$ cat src/rtl/vtpg_pkg.sv
`timescale 1ns / 1ps
// Package for the video test pattern generator: mode and color codes,
// geometry constants and the sweep ROM contents. No dependencies.
package vtpg_pkg;

    typedef enum logic [2:0] {
        ModeColorBar = 3'd0,
        ModeGrayBar  = 3'd1,
        ModeCard     = 3'd2,
        ModeRed      = 3'd3,
        ModeGreen    = 3'd4,
        ModeBlue     = 3'd5,
        ModeWhite    = 3'd6,
        ModeBlack    = 3'd7
    } mode_t;

    typedef enum logic [4:0] {
        ColWhite    = 5'd0,
        ColDkYellow = 5'd1,
        ColDkCyan   = 5'd2,
        ColDkGreen  = 5'd3,
        ColDkMag    = 5'd4,
        ColDkRed    = 5'd5,
        ColDkBlue   = 5'd6,
        ColBlack    = 5'd7,
        ColRed      = 5'd8,
        ColGreen    = 5'd9,
        ColBlue     = 5'd10,
        ColGray0    = 5'd11,
        ColGray1    = 5'd12,
        ColGray2    = 5'd13,
        ColGray3    = 5'd14,
        ColGray4    = 5'd15,
        ColGray5    = 5'd16,
        ColGray6    = 5'd17,
        ColGray7    = 5'd18
    } color_t;

    typedef enum logic [1:0] {
        BandColor = 2'd0,
        BandGray  = 2'd1,
        BandLabel = 2'd2,
        BandSweep = 2'd3
    } band_t;

    localparam int FrameW    = 720;
    localparam int FrameH    = 576;
    localparam int BarW      = FrameW / 8;
    localparam int GridStep  = 44;
    localparam int GridX0    = 6;
    localparam int GridY0    = 34;
    localparam int GridThick = 3;
    localparam int CardX0    = 140;
    localparam int CardW     = 440;
    localparam int CardY0    = 80;
    localparam int GrayY0    = 160;
    localparam int LabelY0   = 240;
    localparam int SweepY0   = 320;
    localparam int SweepH    = 160;
    localparam int BlockW    = 55;

    // Division by 44 as multiplication by a reciprocal, exact for all 10-bit values.
    localparam int RecipShift = 21;
    localparam logic [15:0] Recip44 = 16'd47663;

    function automatic logic [511:0] sweep_rom_f();
        logic [511:0] rom;
        int start;
        int w;
        logic ph;
        rom   = '0;
        start = 0;
        ph    = 1'b0;
        w     = CardW / GridStep + 1;
        for (int off = 0; off < CardW; off++) begin
            if (off >= start + w) begin
                start = start + w;
                ph    = ~ph;
                w     = (CardW - start) / GridStep + 1;
            end
            rom[off] = ph;
        end
        return rom;
    endfunction

    localparam logic [511:0] SweepRom = sweep_rom_f();

endpackage

$ cat src/rtl/vtpg_grid.sv
`timescale 1ns / 1ps
// Grid line detector: tests whether a coordinate offset lies on a 3-pixel line
// repeating every 44 pixels. Uses vtpg_pkg; one register stage inside.
module vtpg_grid
    import vtpg_pkg::*;
(
    input  logic       aclk,
    input  logic       adv_b,
    input  logic [9:0] n_a,
    input  logic       ge_a,
    output logic       hit
);

    logic [25:0] prod;
    logic [4:0]  q_next;
    logic [4:0]  q_reg;
    logic [9:0]  n_reg;
    logic        ge_reg;
    logic [9:0]  mult44;
    logic [9:0]  rem;

    assign prod   = 26'(n_a) * 26'(Recip44);
    assign q_next = prod[RecipShift +: 5];

    always_ff @(posedge aclk) begin
        if (adv_b) begin
            q_reg  <= q_next;
            n_reg  <= n_a;
            ge_reg <= ge_a;
        end
    end

    assign mult44 = (10'(q_reg) << 5) + (10'(q_reg) << 3) + (10'(q_reg) << 2);
    assign rem    = n_reg - mult44;
    assign hit    = ge_reg && (rem < 10'(GridThick));

endmodule

$ cat src/rtl/video_test_pattern_generator_top.sv
`timescale 1ns / 1ps
// Video test pattern generator top level: mode register and a three-stage pixel
// pipeline, stages a, b and c, each registered. Throughput is one pixel per cycle
// while m_ready stays high, set by the fully pipelined stages. A stage holds only
// while it is valid and the stage after it is stalled. Synchronous active-low reset
// clears all valid bits and sets the mode to color bars. Uses vtpg_pkg and vtpg_grid.
module video_test_pattern_generator_top
    import vtpg_pkg::*;
(
    input  logic       aclk,
    input  logic       aresetn,
    input  logic       cfg_valid,
    output logic       cfg_ready,
    input  logic [2:0] cfg_mode,
    input  logic       s_valid,
    output logic       s_ready,
    input  logic [9:0] s_pixel_x,
    input  logic [9:0] s_pixel_y,
    output logic       m_valid,
    input  logic       m_ready,
    output logic [4:0] m_color_code
);

    mode_t  mode_reg;

    logic   adv_a;
    logic   adv_b;
    logic   adv_c;

    logic   a_valid_reg;
    logic   a_frame_reg;
    logic   a_card_reg;
    band_t  a_band_reg;
    logic [2:0] a_bar_reg;
    logic [8:0] a_off_reg;
    logic [9:0] a_xm_reg;
    logic [9:0] a_ym_reg;
    logic   a_xge_reg;
    logic   a_yge_reg;

    logic   a_frame_next;
    logic   a_card_next;
    band_t  a_band_next;
    logic [2:0] a_bar_next;

    logic   b_valid_reg;
    logic   b_frame_reg;
    logic   b_card_reg;
    band_t  b_band_reg;
    logic [2:0] b_bar_reg;
    logic [2:0] b_blk_reg;
    logic   b_sweep_reg;
    logic [2:0] b_blk_next;

    logic   hit_x;
    logic   hit_y;

    logic   c_valid_reg;
    color_t c_color_reg;
    color_t c_color_next;

    assign cfg_ready = 1'b1;

    always_ff @(posedge aclk) begin
        if (!aresetn) begin
            mode_reg <= ModeColorBar;
        end else if (cfg_valid) begin
            mode_reg <= mode_t'(cfg_mode);
        end
    end

    assign adv_c   = !c_valid_reg || m_ready;
    assign adv_b   = !b_valid_reg || adv_c;
    assign adv_a   = !a_valid_reg || adv_b;
    assign s_ready = adv_a;

    always_comb begin
        a_frame_next = (s_pixel_x < 10'(FrameW)) && (s_pixel_y < 10'(FrameH));
        a_card_next  = (s_pixel_x >= 10'(CardX0)) && (s_pixel_x < 10'(CardX0 + CardW))
                    && (s_pixel_y >= 10'(CardY0)) && (s_pixel_y < 10'(SweepY0 + SweepH));
        if (s_pixel_y < 10'(GrayY0)) begin
            a_band_next = BandColor;
        end else if (s_pixel_y < 10'(LabelY0)) begin
            a_band_next = BandGray;
        end else if (s_pixel_y < 10'(SweepY0)) begin
            a_band_next = BandLabel;
        end else begin
            a_band_next = BandSweep;
        end
        a_bar_next = 3'd0;
        for (int k = 1; k < 8; k++) begin
            if (s_pixel_x >= 10'(k * BarW)) begin
                a_bar_next = 3'(k);
            end
        end
    end

    always_ff @(posedge aclk) begin
        if (!aresetn) begin
            a_valid_reg <= 1'b0;
        end else if (adv_a) begin
            a_valid_reg <= s_valid;
        end
    end

    always_ff @(posedge aclk) begin
        if (adv_a) begin
            a_frame_reg <= a_frame_next;
            a_card_reg  <= a_card_next;
            a_band_reg  <= a_band_next;
            a_bar_reg   <= a_bar_next;
            a_off_reg   <= 9'(s_pixel_x - 10'(CardX0));
            a_xm_reg    <= s_pixel_x - 10'(GridX0);
            a_ym_reg    <= s_pixel_y - 10'(GridY0);
            a_xge_reg   <= s_pixel_x >= 10'(GridX0);
            a_yge_reg   <= s_pixel_y >= 10'(GridY0);
        end
    end

    always_comb begin
        b_blk_next = 3'd0;
        for (int k = 1; k < 8; k++) begin
            if (a_off_reg >= 9'(k * BlockW)) begin
                b_blk_next = 3'(k);
            end
        end
    end

    always_ff @(posedge aclk) begin
        if (!aresetn) begin
            b_valid_reg <= 1'b0;
        end else if (adv_b) begin
            b_valid_reg <= a_valid_reg;
        end
    end

    always_ff @(posedge aclk) begin
        if (adv_b) begin
            b_frame_reg <= a_frame_reg;
            b_card_reg  <= a_card_reg;
            b_band_reg  <= a_band_reg;
            b_bar_reg   <= a_bar_reg;
            b_blk_reg   <= b_blk_next;
            b_sweep_reg <= SweepRom[a_off_reg];
        end
    end

    vtpg_grid u_grid_x (
        .aclk  (aclk),
        .adv_b (adv_b),
        .n_a   (a_xm_reg),
        .ge_a  (a_xge_reg),
        .hit   (hit_x)
    );

    vtpg_grid u_grid_y (
        .aclk  (aclk),
        .adv_b (adv_b),
        .n_a   (a_ym_reg),
        .ge_a  (a_yge_reg),
        .hit   (hit_y)
    );

    always_comb begin
        c_color_next = ColBlack;
        if (b_frame_reg) begin
            case (mode_reg)
                ModeColorBar: c_color_next = color_t'(5'(b_bar_reg));
                ModeGrayBar:  c_color_next = color_t'(ColGray0 + 5'(b_bar_reg));
                ModeCard: begin
                    if (b_card_reg) begin
                        case (b_band_reg)
                            BandColor: c_color_next = color_t'(5'(b_blk_reg));
                            BandGray:  c_color_next = color_t'(ColGray0 + 5'(b_blk_reg));
                            BandLabel: c_color_next = ColBlack;
                            BandSweep: c_color_next = b_sweep_reg ? ColWhite : ColBlack;
                            default:   c_color_next = ColBlack;
                        endcase
                    end else if (hit_x || hit_y) begin
                        c_color_next = ColWhite;
                    end else begin
                        c_color_next = ColGray2;
                    end
                end
                ModeRed:   c_color_next = ColRed;
                ModeGreen: c_color_next = ColGreen;
                ModeBlue:  c_color_next = ColBlue;
                ModeWhite: c_color_next = ColWhite;
                default:   c_color_next = ColBlack;
            endcase
        end
    end

    always_ff @(posedge aclk) begin
        if (!aresetn) begin
            c_valid_reg <= 1'b0;
        end else if (adv_c) begin
            c_valid_reg <= b_valid_reg;
        end
    end

    always_ff @(posedge aclk) begin
        if (adv_c) begin
            c_color_reg <= c_color_next;
        end
    end

    assign m_valid      = c_valid_reg;
    assign m_color_code = c_color_reg;

endmodule

$ cat config.mk
export PLATFORM = sky130hd
export DESIGN_NAME = video_test_pattern_generator_top
export DESIGN_NICKNAME = d
export VERILOG_FILES = /design/src/rtl/vtpg_pkg.sv /design/src/rtl/vtpg_grid.sv /design/src/rtl/video_test_pattern_generator_top.sv
export SDC_FILE = /design/constraint.sdc
export NUM_CORES = 1
export LEC_CHECK = 0
export ABC_AREA = 1
export BUFFER_PORTS_ARGS = -buffer_cell sky130_fd_sc_hd__buf_2
export CAP_MARGIN = 0
export CORE_AREA = 2 2 221 223
export DETAILED_ROUTE_END_ITERATION = 16
export DIE_AREA = 0 0 223 225
export GPL_TIMING_DRIVEN = 0
export PLACE_DENSITY = 0.49
export REMOVE_ABC_BUFFERS = 1
export SLEW_MARGIN = 20
export SYNTH_ARGS = -nofsm -noshare
export SYNTH_HDL_FRONTEND = slang
export SYNTH_SLANG_ARGS = --single-unit
$ cat constraint.sdc
create_clock -name aclk -period 10.83 [get_ports aclk]
set_clock_uncertainty 0.1 [all_clocks]
set_input_delay 2.166 -clock aclk [delete_from_list [all_inputs] [get_ports aclk]]
set_output_delay 2.166 -clock aclk [all_outputs]
set_load 0.01 [all_outputs]
* Word-level counts from Yosys, hierarchy flattened
Memories as Yosys holds them, arrays and structs flattened. A register that Yosys moved wholly into a read port is not among the register bits. Index checks and enable logic that the tools add are counted.
Storage, ports and cells: memories kept 1, memory bits (read-only) 512, output and inout bits 8, word-level logic and storage cells 119, bits of input ports 28, flip-flop bits (word level) 91
Cells by class: $mul 2, eq/ne operators 9, add/sub/neg operators 11, $lt $le $gt $ge 27, multiplexer cells 19, reductions and logical operators 20
Memory list:
- (no name shown) | words 512, width 1, read ports 1, clocked after Yosys merged registers in 1, write ports 0, RTL line video_test_pattern_generator_top.sv:144 | b_sweep_reg <= SweepRom[a_off_reg];
Operators with widths (count):
- 10-bit by 16-bit multiplier with 26-bit output, second input constant | 2
- 5-bit one-hot mux with 7 select lines | 1
- 10-bit by 9-bit greater-or-equal comparator with 1-bit output, second input constant | 3
- 10-bit less-than comparator, second input constant | 3
- 9-bit greater-or-equal comparator, second input constant | 3
- 10-bit by 7-bit adder with 10-bit output | 2
- 10-bit by 8-bit adder with 10-bit output | 2
- 10-bit greater-or-equal comparator, second input constant | 2
- 10-bit by 7-bit greater-or-equal comparator with 1-bit output, second input constant | 2
- 10-bit by 8-bit greater-or-equal comparator with 1-bit output, second input constant | 2
- 10-bit by 2-bit less-than comparator with 1-bit output, second input constant | 2
- 10-bit by 8-bit less-than comparator with 1-bit output, second input constant | 2
- 10-bit by 9-bit less-than comparator with 1-bit output, second input constant | 2
- 5-bit one-hot mux with 4 select lines | 1
- 10-bit subtractor | 2
- 9-bit by 8-bit greater-or-equal comparator with 1-bit output, second input constant | 2
- 3-bit two-way mux | 5
- 4-bit by 3-bit adder with 5-bit output, first input constant | 2
- 10-bit by 3-bit greater-or-equal comparator with 1-bit output, second input constant | 1
- 10-bit by 6-bit greater-or-equal comparator with 1-bit output, second input constant | 1
- 10-bit by 3-bit subtractor with 10-bit output, second input constant | 1
- 10-bit by 6-bit subtractor with 10-bit output, second input constant | 1
- 3-bit equality test, second input constant | 3
- 9-bit by 6-bit greater-or-equal comparator with 1-bit output, second input constant | 1
- 17 further kinds | 40

* Depth between registers and ports, before layout
Gate-level depths: netlist (run 1).
depth after elaboration 9, gate-level depth with buffers 20, depth with buffers taken out 20

* Modules after synthesis
From an unflattened synthesis (run 1), not the netlist that was laid out.
Unflattened totals: cells, all modules 1575, area, all modules 12308.1 um^2
Modules (own cells, without submodules):
- vtpg_grid at u_grid_x | area each 4235.3 um^2, seq. area each 480.5 um^2, cells an instance 546, times used 1
- vtpg_grid at u_grid_y | area each 4191.5 um^2, seq. area each 480.5 um^2, cells an instance 537, times used 1
- video_test_pattern_generator_top | area each 3881.2 um^2, seq. area each 1711.6 um^2, cells an instance 492, times used 1

* Least setup slack after synthesis (run 1)
Ideal clock, no wire load.
path type input-to-output, start point input m_ready, end point output s_ready, setup slack 5.223 ns, data required time 8.564 ns, data arrival time 3.341 ns, buffers on the path 0, cell stages on the path 4, cells stage by stage inv_1 -> nand2_1 -> nor2_1 -> nand2_1
On the way: longest elaborated chain between the ends 3
Ends and longest elaborated chain:
- start: declaration | RTL line video_test_pattern_generator_top.sv:20 | input logic m_ready,
- 1-bit logical OR | RTL line video_test_pattern_generator_top.sv:72 | assign adv_c = !c_valid_reg || m_ready;
- via adv_c | RTL line video_test_pattern_generator_top.sv:28 | logic adv_c;
- 1-bit logical OR | RTL line video_test_pattern_generator_top.sv:73 | assign adv_b = !b_valid_reg || adv_c;
- 1-bit logical OR | RTL line video_test_pattern_generator_top.sv:74 | assign adv_a = !a_valid_reg || adv_b;
- end: declaration | RTL line video_test_pattern_generator_top.sv:16 | output logic s_ready,
The timed path passes the listed nets, and every way through them passes these cells.

* Worst setup path after layout (run 1)
Same ends and word-level chain as after synthesis.

==> results of run 1 <==
[Yosys cell counts, types with 3 or more instances]
master       n  share of area
a21o_1       7         0.0045
nand3_1     46          0.020
inv_1      354           0.11
xnor2_1      5         0.0037
fa_1       106           0.18
a221oi_1     3         0.0022
inv_2        6         0.0019
buf_2        4         0.0017
o211ai_1     5         0.0032
nor3_1      13         0.0055
nand2_1    215          0.068
edfxtp_1    85           0.22
o21bai_1     6         0.0038
nand3_2      5         0.0042
a31oi_1      4         0.0021
nor2_1      68          0.022
o31ai_1      4         0.0025
buf_4        4         0.0025
nor4_1      11         0.0058
nand4_1     20          0.011
nor2_2       5         0.0027
nand3b_1     3         0.0019
ha_1       199           0.21
nand2_2      9         0.0048
o32ai_1      3         0.0022
dfxtp_1      6          0.010
o311ai_0     4         0.0030
o2111ai_1    4         0.0030
o21ai_0     47          0.020
o221ai_1     6         0.0045
a21oi_1     69          0.029
xor2_1      20          0.015
[path summary, 6_finish.rpt]
check        slack, ns        start                 to
max               5.14      m_ready            s_ready
min               0.32    a_xge_reg    u_grid_x.ge_reg
max reg2reg       5.70  a_xm_reg[8]  u_grid_x.q_reg[4]
min reg2reg       0.32    a_xge_reg    u_grid_x.ge_reg
[worst register-to-register path: stages, from the launching register on]
cell	delay (ns)
edfxtp_1	0.65
inv_1	0.13
fa_1	0.52
inv_1	0.11
fa_1	0.52
fa_1	0.51
inv_1	0.06
fa_1	0.59
fa_1	0.45
ha_1	0.23
a21oi_1	0.24
nor2_1	0.07
nor2_1	0.12
o21ai_0	0.10
nand3_1	0.09
nand4_1	0.18
xor2_1	0.21
[area by class of cell]
cell class / count / area (um2)
Clock buffer: 9 / 225
Clock inverter: 7 / 124
Fill cell: 5081 / 34500
Inverter: 360 / 1350
Multi-Input combinational cell: 911 / 7700
Sequential cell: 91 / 2670
Tap cell: 615 / 769
Timing Repair Buffer: 36 / 218
[routing by layer]
metal	vias to the layer above	wire, um
met4	2	410
met2	134	12500
met1	4122	13100
met3	24	692
li1	4508	-
met5	-	13
[metrics by stage]
stage                     worst slack (ns)  hold slack [ns]   util
after floorplan                       5.22            0.300      -
after global placement                4.30            0.304  0.266
after detailed placement              5.08            0.306  0.267
after CTS                             5.11            0.321  0.275
after global routing                  5.00            0.326  0.275
final                                 5.14            0.320  0.275
[kinds of logic (layout without fill, tap and decap cells)]
group,Yosys count,after routing,synth area share
flip-flops,91,91,0.227
adder cells (fa/ha/maj),305,305,0.391
buffers and inverters,371,412,0.121
AO/OA/AOI/OAI,177,177,0.0909
AND/OR/NAND/NOR,403,403,0.152
XOR/XNOR,25,25,0.0186
other,1,1,0.000318
==> metrics.txt, run 1 <==
Slew Limit Fails=0; launching element type of the critical path=input pin; busiest grt layer=met2; CP Capture Type=primary output; critical path data arrival time=3.42 ns; Vias/cell=between 4 and 5; Seq/Total Area, Yosys=0.227; CTS Buffer Depth=2; Final HPWL DP=23300 um; DR WL/cell=13.2 um; Layout Cells excl Fill=between 2000 and 2500; Rows=80; Routed Antenna Nets=0; overall die height=~230 um; final WL=26700 um; Antenna diodes=0; Worst R2R Path Depth=16; final setup violation count=0; remaining global-route overflow=0; most common cell after layout, fill and taps aside=inv_1; global-route track usage on met3=0.0119; Post-synth EDFFs=85; vias in the first global route=8900; syn avg cell area=8.59 um2; Top Family by Delay on Critical Path=simple AND/OR/NAND/NOR gates; setup TNS=0 ns; CTS root buffer=clkbuf_16; Placer Congestion=between 0.8 and 0.9; Vias=8790; initial antenna violation count=1; RSZ-0062 raised after global routing=no; asr flop ratio synth=0; worst path bufs/invs=3; TritonCTS Buffers=9; slowest stage delay, CP=0.37 ns; I/O Buffers=34; Unique masters post-synth=54; clk sinks=just over 90; Max-slew headroom=0.457; Core Area=47500 um2; grt met1 use=0.153; Placed Cells=2013; dominant synthesized flop cell=edfxtp_1; hold path cells=0; Area Overhead vs Synth=10.8%; final worst path period need=5.69 ns; Nets=1742; Hold Fails Final Rpt=0; slowest stage cell, crit path=nand2_2; Worst-Margin Slew=a little over 0.8 ns; Pre-antenna DRT Iters=5; CP Cell Sequence=buf_2 -> inv_1 -> nand2_1 -> nor2_1 -> nand2_2 -> buf_2; CP required=8.56 ns; fin area=13100 um2; Synth Instances=1373; Worst-Skew Late Latency=approximately 0.35 ns; Die X=223 um; CTS tree=yes; Iter 0 DRT Violations=~400; Max-cap violations=0; Tcrit/Tclk final=0.525; Peak Freq=roughly 180 MHz; share of cells above drive strength 1=0.0622; critical path depth in cells=6; placed cell areas=12700 um2; GRT Overall Usage=0.112; die area=50200 um2; YS warnings=0; min-delay worst type=flip-flop to flip-flop; Netlist Area Pre-Place=between 10000 and 15000 um2; first-pass GRT wire length=around 45000 um; status=finished clean; most frequent cells in the layout=353 x inv_1, 214 x nand2_1, 199 x ha_1, 106 x fa_1, 85 x edfxtp_1; clock transition at the registers of the reported paths=roughly 0.06 ns; Critical Path Fanout Max=17; setup bufs post-CTS=0; H-tree depth=3; cts hold-fix bufs=0; cts repair resizes=0; synthesis-stage register bit count=91; crit-path most repeated cell=buf_2; Setup CP Type=input pin to primary output; Initial Util=0.248; DR DRC count=0; GRT met2 Usage=0.188; pin count of the biggest net entering global routing=26; top-level I/O count=36
Power of run 1 is left out: the tool's default activity adds up to more than one toggle a clock period on the data nets, which glitch-free logic cannot reach.
==> inputs of run 2 (changes only) <==
PLACE_DENSITY = 0.5   (was 0.49)
clock period = 4.8 ns   (was 10.83 ns; I/O delays follow)
==> run 2 against run 1 <==
Against the previous run:
- count of clock-buffer cells in the layout increased by 2
- register-to-register slack lost 5.6 ns
- sequential share of layout area down 0.83 points
- cell count rose by 1.6%
- first-iteration DRC count is 26% higher
- setup slack got worse by 5.0 ns
==> metrics.txt, run 2 (synthesized netlist as in run 1, its figures left out) <==
Rows=80 (unchanged); Die X=223 um (unchanged); CTS Buffer Depth=2 (unchanged); Area Overhead vs Synth=15.4%; Core Area=47500 um2 (unchanged); clk sinks=91 (unchanged); area of the multi-input gates=8080 um2 (+4.9%); most common cell after layout, fill and taps aside=inv_1; Worst-Skew Late Latency=0.35 ns (about the same); die area=50200 um2 (unchanged); first-pass GRT wire length=47000 um (+4.3%); Placer Congestion=0.895 (+7.2%); critical path data arrival time=4.67 ns (+1.25 ns); Slew Limit Fails=0 (unchanged); min-delay worst type=flip-flop to flip-flop; remaining global-route overflow=0 (unchanged); cts hold-fix bufs=0 (unchanged); final WL=28300 um (+6.0%); Layout Cells excl Fill=2062 (+1.6%); Top Family by Delay on Critical Path=adder cells; Nets=1777 (+2.0%); Routed Antenna Nets=0 (unchanged); critical path depth in cells=16 (+10); Iter 0 DRT Violations=505 (+26%); top-level I/O count=36 (unchanged); GRT Overall Usage=0.117 (+0.00493); launching element type of the critical path=flip-flop; Worst-Margin Slew=0.836 ns (+0.0213 ns); Setup CP Type=flip-flop to flip-flop; Antenna diodes=0 (unchanged); final worst path period need=4.68 ns; Reg area=2670 um2 (unchanged); Max-cap violations=0 (unchanged); final setup violation count=0 (unchanged); Crit Reg-Reg Startpoint=a_ym_reg[7]; TritonCTS Buffers=9 (unchanged); internal reg-to-reg setup slack=0.12 ns (-5.58 ns); Vias/cell=4.39 (+1.3%); Hold Fails Final Rpt=0 (unchanged); CTS root buffer=clkbuf_16; Worst R2R Path Depth=16 (unchanged); DR WL/cell=13.7 um (+4.3%); Finished Core Util=0.286 (+0.0116); number of fill cells=5061 (-0.39%); Initial Util=0.248 (unchanged); I/O Buffers=34 (unchanged); crit path launch=a_ym_reg[7]; crit-path most repeated cell=fa_1; Max-slew headroom=0.443 (-0.0142); vias in the first global route=9240 (+3.8%); overall die height=225 um (unchanged); slowest stage delay, CP=0.53 ns (+0.16 ns); CP Cell Sequence=buf_6 -> fa_2 -> fa_2 -> fa_1 -> inv_1 -> fa_1 -> inv_1 -> fa_1 -> ha_4 -> nand2_1 -> nor2_1 -> a21oi_1 -> o21ai_0 -> nand3_1 -> nand4_1 -> nand2_1; DR DRC count=0 (unchanged); CP Capture Type=flip-flop; worst path bufs/invs=3 (unchanged); initial antenna violation count=1 (unchanged); crit path to=u_grid_y.q_reg[3]; Tcrit/Tclk final=0.974; slowest stage cell, crit path=fa_1; status=finished clean; CP required=4.80 ns (-3.76 ns); Critical Path Fanout Max=3 (-14); pin count of the biggest net entering global routing=34 (+31%); Peak Freq=214 MHz; RSZ-0062 raised after global routing=yes; H-tree depth=3 (unchanged); Final HPWL DP=23600 um (+1.1%); clock transition at the registers of the reported paths=0.06 ns (about the same); CTS tree=yes; Pre-antenna DRT Iters=6 (+1); reg2reg end=u_grid_y.q_reg[3]; Vias=9052 (+3.0%); Placed Cells=2013 (unchanged); most frequent cells in the layout=347 x inv_1, 207 x nand2_1, 181 x ha_1, 102 x fa_1, 85 x edfxtp_1; share of cells above drive strength 1=0.117 (+0.0552)
## run 2: changes by cell type in the layout (fill, tap and decap cells not counted), moves of 4 or more
cell and change:
buf_4 +32, ha_1 -18, ha_4 +16, nand2_1 -7
inv_1 -6, inv_2 +6, nand2_2 +6, a21oi_1 -4
fa_1 -4, fa_2 +4
## run 2: metal layers
metal / GRT usage / vias up / routed length (um)
met5: 0 / - / 15
met4: 0.0310 / 2 / 346
met3: 0.0160 / 23 / 835
met2: 0.203 / 133 / 14000
met1: 0.152 / 4321 / 13100
li1: - / 4573 / -
## run 2: area by class of cell
class | count | share of cell area
inverter | 360 | 0.0993
clock buffer | 11 | 0.0171
multi-input combinational | 911 | 0.593
timing repair buffer | 71 | 0.0361
clock inverter | 3 | 0.00129
tap | 615 | 0.0565
sequential | 91 | 0.196
## run 2: what timing repair did
action / in CTS / in global routing
endpoints found under the setup margin: 10 / 9
setup buffers: 11 / 24
pin swaps: 6 / 29
gates resized for setup: 18 / 49
## run 2: how the worst min path moves through the flow
stage,from,endpoint,slack (ns),depth (start not counted)
after global routing,a_frame_reg,b_frame_reg,0.34,0
after CTS,a_xge_reg,u_grid_x.ge_reg,0.32,0
final,a_bar_reg[1],b_bar_reg[1],0.32,0
after floorplan,a_band_reg[0],b_band_reg[0],0.30,0
after global placement,a_band_reg[1],b_band_reg[1],0.30,0
after detailed placement,a_bar_reg[1],b_bar_reg[1],0.31,0
## run 2: stage by stage
step | hold WS, ns | worst slack, ns | cell area [um2] | TNS [ns]
final | 0.318 | 0.124 | 13600 | 0
after global routing | 0.336 | -0.0189 | 13600 | -0.0714
after CTS | 0.321 | 0.00209 | 13200 | 0
after detailed placement | 0.306 | -0.345 | 12700 | -2.46
after global placement | 0.302 | -0.329 | 12700 | -2.41
after floorplan | 0.300 | 0.277 | 11700 | 0
Power of run 2 is left out for the same reason.
==> inputs of run 3 (changes only) <==
clock period = 4.2 ns   (was 4.8 ns; I/O delays follow)
==> run 3 against run 2 <==
Against the previous run:
- the run now ends with setup timing left
- non-clock buffer count rose by 12
- cell count rose by 0.58%
- global-route usage rose by 0.30 points
- fmax rose by 1.0%
- sequential cell count did not move
- via count rose by 0.96%
- setup slack got worse by 0.55 ns
- critical endpoint is now u_grid_x.q_reg[3]
==> metrics.txt, run 3 (synthesized netlist as in run 1, its figures left out) <==
pin count of the biggest net entering global routing=34 (unchanged); Worst Hold Margin=0.318 ns (+0.000138 ns); Setup WS post-layout=-0.429 ns (-0.554 ns); overall die height=225 um (unchanged); Rows=80 (unchanged); critical path data arrival time=4.62 ns (-0.05 ns); RSZ-0062 raised after global routing=yes; CTS Buffer Depth=2 (unchanged); vias in the first global route=9449 (+2.3%); Initial Util=0.248 (unchanged); die area=50200 um2 (unchanged); Placer Congestion=0.895 (unchanged); Worst R2R Path Depth=16 (unchanged); CP required=4.19 ns (-0.61 ns); Core Area=47500 um2 (unchanged); Routed Antenna Nets=0 (unchanged); Vias=9139 (+0.96%); Antenna diodes=0 (unchanged); CTS root buffer=clkbuf_16; Max-cap violations=0 (unchanged); Critical Path Fanout Max=3 (unchanged); launching element type of the critical path=flip-flop; Vias/cell=4.41 (+0.38%); Slew Limit Fails=0 (unchanged); global-route track usage on met3=0.0160 (unchanged); Final HPWL DP=23600 um (unchanged); remaining global-route overflow=0 (unchanged); Pre-antenna DRT Iters=6 (unchanged); Die X=223 um (unchanged); GRT met2 Usage=0.211 (+0.00847); TritonCTS Buffers=9 (unchanged); final setup violation count=10 (+10); busiest grt layer=met2; clock transition at the registers of the reported paths=0.06 ns (about the same); hold path cells=0 (unchanged); failing checks=setup timing; DR WL/cell=13.9 um (+1.1%); Iter 0 DRT Violations=477 (-5.5%); min-delay worst type=flip-flop to flip-flop; cts hold-fix bufs=0 (unchanged); Worst-Margin Slew=0.837 ns (+0.000577 ns); Peak Freq=216 MHz (+1.0%); first-pass GRT wire length=48200 um (+2.5%); GRT Overall Usage=0.120 (+0.00302); placed cell areas=12700 um2 (unchanged); Tcrit/Tclk final=1.10 (+0.128); CP Capture Type=flip-flop; Area Overhead vs Synth=18.4%; Hold Fails Final Rpt=0 (unchanged); fin area=14000 um2 (+2.6%); most common cell after layout, fill and taps aside=inv_1; Finished Core Util=0.294 (+0.00745); final WL=28800 um (+1.7%); status=finished, violations left; final worst path period need=4.63 ns (-0.0464 ns); Max-slew headroom=0.442 (about the same); CTS tree=yes; Setup CP Type=flip-flop to flip-flop; initial antenna violation count=1 (unchanged); share of cells above drive strength 1=0.158 (+0.0408); top-level I/O count=36 (unchanged); Worst-Skew Late Latency=0.34 ns (about the same); I/O Buffers=34 (unchanged); grt met1 use=0.155 (+0.00273); DR DRC count=0 (unchanged); most frequent cells in the layout=335 x inv_1, 204 x nand2_1, 177 x ha_1, 92 x fa_1, 85 x edfxtp_1; clk sinks=91 (unchanged); Nets=1789 (+0.68%); H-tree depth=3 (unchanged)
## run 3: final timing paths
kind	start	to	slack [ns]
setup / recovery	a_xm_reg[9]	u_grid_x.q_reg[3]	-0.43
hold / removal	a_bar_reg[1]	b_bar_reg[1]	0.32
setup reg to reg	a_xm_reg[9]	u_grid_x.q_reg[3]	-0.43
hold reg to reg	a_bar_reg[1]	b_bar_reg[1]	0.32
## run 3: cell type report
class | instances | area, um2
sequential | 91 | 2670
multi-input combinational | 911 | 8310
timing repair buffer | 83 | 616
clock buffer | 11 | 233
clock inverter | 3 | 17.5
inverter | 360 | 1350
tap | 615 | 769
fill | 5025 | 33600
## run 3: layer usage
metal  wire length (um)  vias to the layer above
met1              13300                     4383
met4                383                        2
met2              14200                      133
met5                 15                        -
met3                841                       26
li1                   -                     4595
## run 3: repair_timing
action                                  4_1_cts  5_1_grt
buffers inserted                             33       14
pin swaps                                    58       31
endpoints found under the setup margin       10       10
gates cloned                                  0        0
resized for setup                           101       37
## run 3: worst max-delay path, cell delays in order (launching register included)
cell and delay (ns):
edfxtp_1 0.52, buf_6 0.19, buf_6 0.11, ha_4 0.25, inv_2 0.03, fa_2 0.56
fa_1 0.43, fa_2 0.54, inv_2 0.04, fa_2 0.53, ha_4 0.23, a21o_1 0.19
nor2_1 0.12, o211ai_1 0.14, nand3_1 0.13, nand3_2 0.09, xor2_2 0.18
## run 3: through the flow
step           instances  TNS [ns]  worst slack, ns
2_1_floorplan       1362     -2.63           -0.323
3_3_place_gp        2011     -8.41           -0.929
3_5_place_dp        2013     -8.46           -0.945
4_1_cts             2060     -3.16           -0.377
5_1_grt             2074     -4.71           -0.567
6_report            2074     -3.17           -0.429
Power of run 3 is left out for the same reason.
